==> config.mk <==
export PLATFORM = sky130hd
export DESIGN_NAME = field_sensor_fault_classifier
export DESIGN_NICKNAME = d
export VERILOG_FILES = /design/src/rtl/fsfc_pkg.sv /design/src/rtl/fsfc_front.sv /design/src/rtl/field_sensor_fault_classifier.sv
export SDC_FILE = /design/constraint.sdc
export NUM_CORES = 1
export LEC_CHECK = 0
export BUFFER_PORTS_ARGS = -buffer_cell sky130_fd_sc_hd__buf_2
export CAP_MARGIN = 20
export CORE_MARGIN = 2
export CORE_UTILIZATION = 50
export CTS_CLUSTER_DIAMETER = 200
export CTS_CLUSTER_SIZE = 25
export DETAILED_ROUTE_END_ITERATION = 10
export GPL_ROUTABILITY_DRIVEN = 0
export GPL_TIMING_DRIVEN = 1
export PLACE_DENSITY = 0.67
export SETUP_SLACK_MARGIN = 0.02
export SYNTH_ARGS = -nofsm -noshare
export SYNTH_HDL_FRONTEND = slang
export SYNTH_SLANG_ARGS = --single-unit
==> constraint.sdc <==
create_clock -name aclk -period 15.6 [get_ports aclk]
set_input_delay 1.56 -clock aclk [delete_from_list [all_inputs] [get_ports aclk]]
set_output_delay 1.56 -clock aclk [all_outputs]
set_load 0.05 [all_outputs]
==> src/rtl/fsfc_pkg.sv <==
`timescale 1ns / 1ps
// Package for the field sensor fault classifier: register codes, state codes,
// configuration and front-end result types, and small shared helper functions.
// No dependencies.
package fsfc_pkg;

    localparam int SAMPLE_BITS = 12;
    localparam int THR_BITS    = 12;
    localparam int PCT_BITS    = 7;
    localparam int CNT_BITS    = 13;
    localparam int RATE_BITS   = SAMPLE_BITS + 1;
    localparam int PROD_BITS   = CNT_BITS + PCT_BITS;

    localparam logic [CNT_BITS-1:0]  CNT_MAX  = '1;
    localparam logic [PCT_BITS-1:0]  PCT_FULL = PCT_BITS'(100);
    localparam logic [THR_BITS-1:0]  PERIOD_RESET = THR_BITS'(1000);

    localparam logic [1:0] FA_NONE = 2'd0;
    localparam logic [1:0] FA_AMP  = 2'd1;
    localparam logic [1:0] FA_RATE = 2'd2;

    localparam logic [2:0] CODE_IDLE    = 3'd0;
    localparam logic [2:0] CODE_OVER    = 3'd1;
    localparam logic [2:0] CODE_IMPULSE = 3'd2;
    localparam logic [2:0] CODE_FAST    = 3'd3;
    localparam logic [2:0] CODE_HOT     = 3'd4;

    typedef enum logic [2:0] {
        REG_IMPULSE_THR = 3'd0,
        REG_FAST_THR    = 3'd1,
        REG_SLOW_THR    = 3'd2,
        REG_AMP_THR     = 3'd3,
        REG_MIN_OBS     = 3'd4,
        REG_UPPER_PCT   = 3'd5,
        REG_LOWER_PCT   = 3'd6,
        REG_PERIOD      = 3'd7
    } cfg_reg_t;

    typedef enum logic [4:0] {
        ST_IDLE    = 5'b00001,
        ST_OVER    = 5'b00010,
        ST_IMPULSE = 5'b00100,
        ST_FAST    = 5'b01000,
        ST_HOT     = 5'b10000
    } class_state_t;

    typedef struct packed {
        logic [THR_BITS-1:0] impulse_thr;
        logic [THR_BITS-1:0] fast_thr;
        logic [THR_BITS-1:0] slow_thr;
        logic [THR_BITS-1:0] amp_thr;
        logic [THR_BITS-1:0] min_obs;
        logic [PCT_BITS-1:0] upper_pct;
        logic [PCT_BITS-1:0] lower_pct;
        logic [THR_BITS-1:0] period;
    } cfg_t;

    typedef struct packed {
        logic                        pos;
        logic                        neg;
        logic [SAMPLE_BITS-1:0]      mag;
        logic signed [RATE_BITS-1:0] rate;
        logic                        f_imp;
        logic                        f_fast;
        logic                        f_amp;
    } front_t;

    function automatic logic [CNT_BITS-1:0] sat_inc(input logic [CNT_BITS-1:0] v);
        return (v == CNT_MAX) ? CNT_MAX : v + CNT_BITS'(1);
    endfunction

    function automatic logic rate_above(input logic signed [RATE_BITS-1:0] rate,
                                        input logic [THR_BITS-1:0] thr);
        logic signed [RATE_BITS:0] r;
        logic signed [RATE_BITS:0] t;
        r = {rate[RATE_BITS-1], rate};
        t = $signed({{(RATE_BITS+1-THR_BITS){1'b0}}, thr});
        return r > t;
    endfunction

    function automatic logic [2:0] state_code(input class_state_t s);
        case (s)
            ST_OVER:    return CODE_OVER;
            ST_IMPULSE: return CODE_IMPULSE;
            ST_FAST:    return CODE_FAST;
            ST_HOT:     return CODE_HOT;
            default:    return CODE_IDLE;
        endcase
    endfunction

endpackage

==> src/rtl/fsfc_front.sv <==
`timescale 1ns / 1ps
// Signal conditioning: offset removal, polarity, magnitude, rate of change and
// the three threshold flags for one sample. Depends on fsfc_pkg.
module fsfc_front import fsfc_pkg::*; #(
    parameter int QUIESCENT_LEVEL = 2048
) (
    input  logic [SAMPLE_BITS-1:0] sample,
    input  logic                   prev_pos,
    input  logic                   prev_neg,
    input  logic [SAMPLE_BITS-1:0] prev_mag,
    input  cfg_t                   cfg,
    output front_t                 res
);

    localparam logic signed [RATE_BITS:0] QLEV = (RATE_BITS+1)'(QUIESCENT_LEVEL);

    logic signed [RATE_BITS:0]   level;
    logic [RATE_BITS:0]          abs_level;
    logic                        crossing;
    logic [SAMPLE_BITS-1:0]      mag;
    logic signed [RATE_BITS-1:0] rate;
    logic                        f_imp;

    always_comb begin
        level     = $signed({2'b00, sample}) - QLEV;
        abs_level = level[RATE_BITS] ? (RATE_BITS+1)'(0) - level : level;
        // The magnitude saturates at the full sample range.
        mag       = (abs_level[RATE_BITS:SAMPLE_BITS] != '0) ? '1
                                                              : abs_level[SAMPLE_BITS-1:0];
        res.pos   = !level[RATE_BITS] && (level != '0);
        res.neg   = level[RATE_BITS];
        crossing  = !((prev_pos && res.pos) || (prev_neg && res.neg));
        rate      = crossing ? $signed({1'b0, mag})
                             : $signed({1'b0, mag}) - $signed({1'b0, prev_mag});
        f_imp     = rate_above(rate, cfg.impulse_thr);
        res.mag    = mag;
        res.rate   = rate;
        res.f_imp  = f_imp;
        res.f_fast = !f_imp && rate_above(rate, cfg.fast_thr);
        res.f_amp  = mag > cfg.amp_thr;
    end

endmodule

==> src/rtl/field_sensor_fault_classifier.sv <==
`timescale 1ns / 1ps
// Top level of the field sensor fault classifier: input and result registers,
// configuration registers and the five-state classifier. Depends on fsfc_pkg
// and fsfc_front.
//
//  Channel  Direction  Beat contents
//  s_       in         tdata[11:0] adc_sample
//  m_       out        tdata[2:0] fsm_state, [5:3] flags, [17:6] magnitude,
//                      [30:18] rate, [32:31] alarm_kind
//  cfg_     in         cfg_index register number, cfg_data value
//
// Without back-pressure on the result, one beat is accepted per cycle and
// passes the input register, the combinational classifier update and the
// result register. When the result is stalled the input register still takes
// one more beat. Reset is synchronous, active low, and returns the valid flags,
// configuration and classifier to their initial values, not the data registers.
module field_sensor_fault_classifier import fsfc_pkg::*; #(
    parameter int QUIESCENT_LEVEL = 2048,
    parameter int NOISE_LEVEL     = 16
) (
    input  logic                aclk,
    input  logic                aresetn,
    input  logic                s_tvalid,
    output logic                s_tready,
    input  logic [15:0]         s_tdata,   // adc_sample
    output logic                m_tvalid,
    input  logic                m_tready,
    output logic [39:0]         m_tdata,   // fsm_state, flags, magnitude, rate, alarm_kind
    input  logic                cfg_valid,
    output logic                cfg_ready,
    input  logic [2:0]          cfg_index,
    input  logic [THR_BITS-1:0] cfg_data
);

    localparam logic signed [RATE_BITS:0] NOISE = (RATE_BITS+1)'(NOISE_LEVEL);

    cfg_t                   cfg_reg;
    logic                   in_valid_reg;
    logic [SAMPLE_BITS-1:0] in_sample_reg;
    logic                   out_valid_reg;
    logic [39:0]            out_data_reg;

    logic                   prev_pos_reg;
    logic                   prev_neg_reg;
    logic [SAMPLE_BITS-1:0] prev_mag_reg;
    logic                   prev_rate_neg_reg;
    class_state_t           state_reg;
    class_state_t           state_next;
    logic [CNT_BITS-1:0]    obs_reg;
    logic [CNT_BITS-1:0]    obs_next;
    logic [CNT_BITS-1:0]    pos_reg;
    logic [CNT_BITS-1:0]    pos_next;
    logic [SAMPLE_BITS-1:0] start_reg;
    logic [SAMPLE_BITS-1:0] start_next;
    logic                   amp_seen_reg;
    logic                   amp_seen_next;
    logic [1:0]             fa;

    front_t                 fr;
    logic                   advance;
    logic                   fire;
    logic [CNT_BITS-1:0]    obs_inc;
    logic [CNT_BITS-1:0]    pos_new;
    logic                   pos_up;
    logic [PROD_BITS-1:0]   pos_prod;
    logic [PROD_BITS-1:0]   up_prod;
    logic [PROD_BITS-1:0]   low_prod;
    logic                   above;
    logic                   below;
    logic                   noise_ok;
    logic                   slow_ok;

    assign advance   = !out_valid_reg || m_tready;
    assign fire      = in_valid_reg && advance;
    assign s_tready  = !in_valid_reg || advance;
    assign cfg_ready = 1'b1;
    assign m_tvalid  = out_valid_reg;
    assign m_tdata   = out_data_reg;

    fsfc_front #(
        .QUIESCENT_LEVEL(QUIESCENT_LEVEL)
    ) u_front (
        .sample   (in_sample_reg),
        .prev_pos (prev_pos_reg),
        .prev_neg (prev_neg_reg),
        .prev_mag (prev_mag_reg),
        .cfg      (cfg_reg),
        .res      (fr)
    );

    always_comb begin
        obs_inc = sat_inc(obs_reg);
        slow_ok = rate_above(fr.rate, cfg_reg.slow_thr) &&
                  (obs_inc < CNT_BITS'(cfg_reg.period >> 3));
        case (state_reg)
            ST_OVER:    pos_up = fr.f_amp;
            ST_IMPULSE: pos_up = fr.f_amp || fr.f_fast || slow_ok;
            ST_FAST:    pos_up = fr.f_fast || fr.f_amp;
            ST_HOT:     pos_up = fr.f_amp;
            default:    pos_up = 1'b0;
        endcase
        pos_new  = pos_up ? sat_inc(pos_reg) : pos_reg;
        pos_prod = PROD_BITS'(pos_new) * PROD_BITS'(PCT_FULL);
        up_prod  = PROD_BITS'(cfg_reg.upper_pct) * PROD_BITS'(obs_inc);
        low_prod = PROD_BITS'(cfg_reg.lower_pct) * PROD_BITS'(obs_inc);
        above    = pos_prod > up_prod;
        below    = pos_prod < low_prod;
        noise_ok = ($signed({2'b00, fr.mag}) - $signed({2'b00, start_reg})) > NOISE;
    end

    always_comb begin
        state_next    = state_reg;
        obs_next      = obs_reg;
        pos_next      = pos_reg;
        start_next    = start_reg;
        amp_seen_next = amp_seen_reg;
        fa            = FA_NONE;
        case (state_reg)
            ST_OVER: begin
                obs_next = obs_inc;
                pos_next = pos_new;
                if (obs_inc > CNT_BITS'(cfg_reg.min_obs)) begin
                    if (above) begin
                        state_next = ST_HOT;
                        pos_next   = '0;
                    end else if (below) begin
                        state_next = ST_IDLE;
                    end
                end
            end
            ST_IMPULSE, ST_FAST: begin
                obs_next = obs_inc;
                pos_next = pos_new;
                if (state_reg == ST_IMPULSE) begin
                    if (fr.f_amp) begin
                        state_next = ST_OVER;
                    end else if (fr.f_fast) begin
                        state_next = ST_FAST;
                    end
                end else if (!fr.f_fast && fr.f_amp) begin
                    state_next = ST_OVER;
                end
                if (obs_inc >= CNT_BITS'(cfg_reg.min_obs)) begin
                    if (above) begin
                        if (noise_ok) begin
                            state_next = ST_HOT;
                            pos_next   = '0;
                        end
                    end else if (below) begin
                        state_next = ST_IDLE;
                    end
                end
            end
            ST_HOT: begin
                obs_next = obs_inc;
                pos_next = pos_new;
                if (fr.f_amp) begin
                    amp_seen_next = 1'b1;
                end
                if (obs_inc > CNT_BITS'(cfg_reg.period)) begin
                    if (pos_new == '0) begin
                        state_next = ST_IDLE;
                        fa         = amp_seen_next ? FA_AMP : FA_RATE;
                    end
                    obs_next = '0;
                    pos_next = '0;
                end
            end
            default: begin
                state_next = ST_IDLE;
                if (fr.f_imp || fr.f_fast || fr.f_amp) begin
                    obs_next   = CNT_BITS'(1);
                    pos_next   = CNT_BITS'(1);
                    start_next = fr.mag;
                    if (fr.f_amp) begin
                        state_next = ST_OVER;
                    end else if (fr.f_imp) begin
                        state_next = ST_IMPULSE;
                    end else if (fr.f_fast && !prev_rate_neg_reg) begin
                        state_next = ST_FAST;
                    end
                end
            end
        endcase
    end

    always_ff @(posedge aclk) begin
        if (!aresetn) begin
            cfg_reg <= '{impulse_thr: '0, fast_thr: '0, slow_thr: '0, amp_thr: '0,
                         min_obs: '0, upper_pct: '0, lower_pct: '0,
                         period: PERIOD_RESET};
        end else if (cfg_valid && cfg_ready) begin
            case (cfg_reg_t'(cfg_index))
                REG_IMPULSE_THR: cfg_reg.impulse_thr <= cfg_data;
                REG_FAST_THR:    cfg_reg.fast_thr    <= cfg_data;
                REG_SLOW_THR:    cfg_reg.slow_thr    <= cfg_data;
                REG_AMP_THR:     cfg_reg.amp_thr     <= cfg_data;
                REG_MIN_OBS:     cfg_reg.min_obs     <= cfg_data;
                REG_UPPER_PCT:   cfg_reg.upper_pct   <= cfg_data[PCT_BITS-1:0];
                REG_LOWER_PCT:   cfg_reg.lower_pct   <= cfg_data[PCT_BITS-1:0];
                REG_PERIOD:      cfg_reg.period      <= cfg_data;
                default:         cfg_reg             <= cfg_reg;
            endcase
        end
    end

    always_ff @(posedge aclk) begin
        if (!aresetn) begin
            in_valid_reg      <= 1'b0;
            out_valid_reg     <= 1'b0;
            prev_pos_reg      <= 1'b0;
            prev_neg_reg      <= 1'b0;
            prev_mag_reg      <= '0;
            prev_rate_neg_reg <= 1'b0;
            state_reg         <= ST_IDLE;
            obs_reg           <= '0;
            pos_reg           <= '0;
            start_reg         <= '0;
            amp_seen_reg      <= 1'b0;
        end else begin
            if (s_tready) begin
                in_valid_reg <= s_tvalid;
            end
            if (advance) begin
                out_valid_reg <= in_valid_reg;
            end
            if (fire) begin
                prev_pos_reg      <= fr.pos;
                prev_neg_reg      <= fr.neg;
                prev_mag_reg      <= fr.mag;
                prev_rate_neg_reg <= fr.rate[RATE_BITS-1];
                state_reg         <= state_next;
                obs_reg           <= obs_next;
                pos_reg           <= pos_next;
                start_reg         <= start_next;
                amp_seen_reg      <= amp_seen_next;
            end
        end
    end

    always_ff @(posedge aclk) begin
        if (s_tvalid && s_tready) begin
            in_sample_reg <= s_tdata[SAMPLE_BITS-1:0];
        end
        if (fire) begin
            out_data_reg <= {7'd0, fa, fr.rate, fr.mag,
                             fr.f_amp, fr.f_fast, fr.f_imp, state_code(state_next)};
        end
    end

endmodule

==> key figures <==
Finish
  • Synth-to-layout area growth: 6.97%
  • Max reg flops: 86
  • Final nets: ~2.7k
  • Ant diodes: 0
  • Non-Filler Instances: 2,723
  • Layout cells sized above 1: roughly 6.6%
  • Post-layout util: between 50 and 60%

Worst setup path
  • Crit path DAT: 13.64 ns
  • CP Data Required Time: approximately 16 ns
  • CP max stage delay: ~0.8 ns
  • RR Endpoint: m_tdata[1]
  • Reg2Reg Launch Point: in_sample_reg[0]
  • Critical Path Source Type: register
  • CP Max Fanout: 11
  • Crit path max-delay cell type: a2111oi_0
  • Reg2Reg Depth: 56
  • Crit end category: register
  • Crit path kind: register to register
  • Register-to-Register Setup Slack: about 2.1 ns

STA
  • Final setup viols: 0
  • Max Slew Vio Count: 0
  • Fmax: 74.3 MHz
  • Worst hold slack: around 0.46 ns
  • Crit share post-route: between 80% and 90%
  • Max-slew headroom: 25.8%
  • Post-layout min period: approximately 13 ns
  • Setup skew after layout: around 0.01 ns
  • Final Hold Fails: 0
  • Final setup TNS: 0 ns
  • RSZ-0062 raised after global routing: false
  • Worst Tran Pin Value: about 1.1 ns

Logic synthesis
  • Synth Cell Area: 18,800 um^2
  • EDFF count, synth: 45
  • Yosys top cell area share: ~18%
  • Cell variety after synth: 80
  • Top cells by count, synth: 384 x nand2_1, 268 x inv_1, 267 x ha_1, 147 x dfxtp_1, 118 x fa_1
  • Top cells by area, synth: ha_1 18%, dfxtp_1 16%, fa_1 13%, nand2_1 7.7%, edfxtp_1 7.2%
  • Synth Register Bits: about 190
  • Top-count cell post-synth: nand2_1
  • Mapped Cells: roughly 2.2k
  • Primary FF master, synth: dfxtp_1
  • Ys Warns: 0
  • Fraction of registers with async set/reset: 0%
  • Sequential-to-total area share from yosys stat: between 20% and 30%
  • Mapped Avg Cell Area: approximately 8.5 um^2
  • Post-synth top area cell: ha_1

Power and ir drop
  • Logic pwr share: 25.4%
  • Max VDD drop: roughly 71 uV
  • Sw Share: about 32%
  • Psw: 428 uW
  • Pwr dens: ~66 nW/um^2
  • Tot Pwr: 1320 uW
  • Pleak: approximately 0.0096 uW
  • Sequential share of power: 41.5%
  • Int Power: just under 900 uW
  • Clock power frac: 33.1%

Drt
  • DR iter-0 viols: about 850
  • Drt pass-1 iters: 5
  • Final WL: about 46,000 um
  • Wire length per cell: 16.8 um
  • Final ANT Viol Nets: 0
  • Drt via density: 5.62
  • DRC violations left: 0
  • Routed via count: roughly 15k

Global route
  • Global Route Usage Sum: 24.3%
  • Initial antenna violation count: 2
  • First-pass GRT wire length: roughly 76,000 um
  • Vias in the first global route: around 15k
  • Largest net degree at the start of global routing: 113
  • GRT Residual Overflow: 0

Min path
  • Hold Crit Endpoint: cfg_reg[66]
  • Min-Delay Startpoint: cfg_reg[66]
  • WHS Path Cells: 2
  • Hold Path Class: register to register

CTS
  • Clk Latency, worst-skew pair: roughly 0.44 ns
  • Post_cts resized: 0
  • Clk root buf: clkbuf_16
  • Reg clk slew, reported paths: about 0.07 ns
  • Post-CTS Setup Repair Bufs: 0
  • CTS tree: yes
  • Hold-fix buffers, CTS: 0
  • CTS max path bufs: 2
  • H-tree depth: 4
  • Clock tree sinks: 192
  • Clock buffer count from CTS: 17

Floorplanning
  • Initial Util: between 50% and 60%
  • Die height: 198 um
  • Core ar.: about 37,000 um^2
  • Die X-Extent: slightly below 200 um
  • FP Rows: 70
  • Total die area: about 39,000 um^2
  • I/O Pins: 79

Placement
  • DP Wirelength: around 35,000 um
  • Inst Count DP: 2,690
  • Port Buffers: 66

Run status
  • Status: completed

Run
  • Total of max-cap violations: 0
[stage by stage]
stage	setup slack [ns]	cell area [um^2]
final	2.14	20100
after global routing	1.05	20100
after CTS	2.18	20100
after detailed placement	2.25	19500
after global placement	2.44	19500
after floorplan	4.53	18800
[power groups by stage]
stage | Sequential, uW | Clock, uW | Combinational [uW]
2_1_floorplan | 573 | 0 | 224
3_3_place_gp | 557 | 0 | 323
3_5_place_dp | 557 | 0 | 331
4_1_cts | 546 | 442 | 334
5_1_grt | 548 | 462 | 371
6_report | 546 | 436 | 335
[logic make-up after synthesis]
| family | count (synthesis) | share of synthesized area [%] |
|---|---|---|
| XOR/XNOR | 69 | 3.22 |
| AND/OR/NAND/NOR | 750 | 18.9 |
| other | 2 | 0.0400 |
| multiplexers | 33 | 1.89 |
| flip-flops | 192 | 22.9 |
| buffers and inverters | 357 | 7.37 |
| adder cells (fa/ha/maj) | 386 | 30.4 |
| AO/OA/AOI/OAI | 429 | 15.3 |
[cells in the final DEF (no fill, tap or decap), drive strengths merged, types with 11 or more instances in the layout]
| master | netlist | layout |
|---|---|---|
| nand2b | 22 | 22 |
| xor2 | 28 | 28 |
| xnor2 | 41 | 41 |
| a22oi | 11 | 11 |
| dfxtp | 147 | 147 |
| o21ai | 90 | 90 |
| nor2 | 73 | 73 |
| fa | 118 | 118 |
| nand4 | 23 | 23 |
| o211ai | 15 | 15 |
| inv | 268 | 275 |
| o211a | 20 | 20 |
| a21boi | 79 | 79 |
| clkbuf | 75 | 20 |
| nand2 | 384 | 384 |
| a21o | 32 | 32 |
| buf | 12 | 86 |
| nor2b | 53 | 53 |
| a31oi | 15 | 15 |
| o21a | 21 | 21 |
| nor3 | 23 | 23 |
| a21oi | 86 | 86 |
| nand3 | 46 | 46 |
| mux2i | 28 | 28 |
| edfxtp | 45 | 45 |
| and2 | 62 | 62 |
| and3 | 15 | 15 |
| ha | 267 | 267 |
[worst max path at each step]
stage / start / end / slack [ns] / cells after the start
3_3_place_gp: in_sample_reg[0] / m_tdata[1] / 2.44 / 56
3_5_place_dp: in_sample_reg[0] / m_tdata[1] / 2.25 / 56
4_1_cts: in_sample_reg[0] / m_tdata[1] / 2.18 / 56
6_report: in_sample_reg[0] / m_tdata[1] / 2.14 / 56
2_1_floorplan: in_sample_reg[0] / m_tdata[1] / 4.53 / 56
5_1_grt: in_sample_reg[0] / pos_reg[8] / 1.05 / 56
[critical path: cells and delay by family (launching register included)]
kind / cells / cell delay, ns
xor+xnor: 3 / 0.41
mux: 2 / 0.56
buf+inv: 6 / 0.69
fa+ha+maj: 8 / 2.65
flops: 1 / 0.52
simple gates: 15 / 2.85
compound gates: 22 / 5.52
[metal layers]
layer,GRT usage (%),vias to the layer above,part of all wire (%)
li1,-,7509,-
met3,2.71,91,4.1
met5,0,-,0.059
met2,44.2,336,50
met1,29.7,7351,43
met4,8.47,4,3.1
[cell type report]
cell class | instances | area (um^2)
Clock inverter | 12 | 123
Tap cell | 468 | 586
Fill cell | 3400 | 16700
Sequential cell | 192 | 4290
Inverter | 270 | 1010
Clock buffer | 20 | 458
Timing Repair Buffer | 86 | 483
Multi-Input combinational cell | 1675 | 13100
No activity file was read; power rests on OpenSTA's default activity.
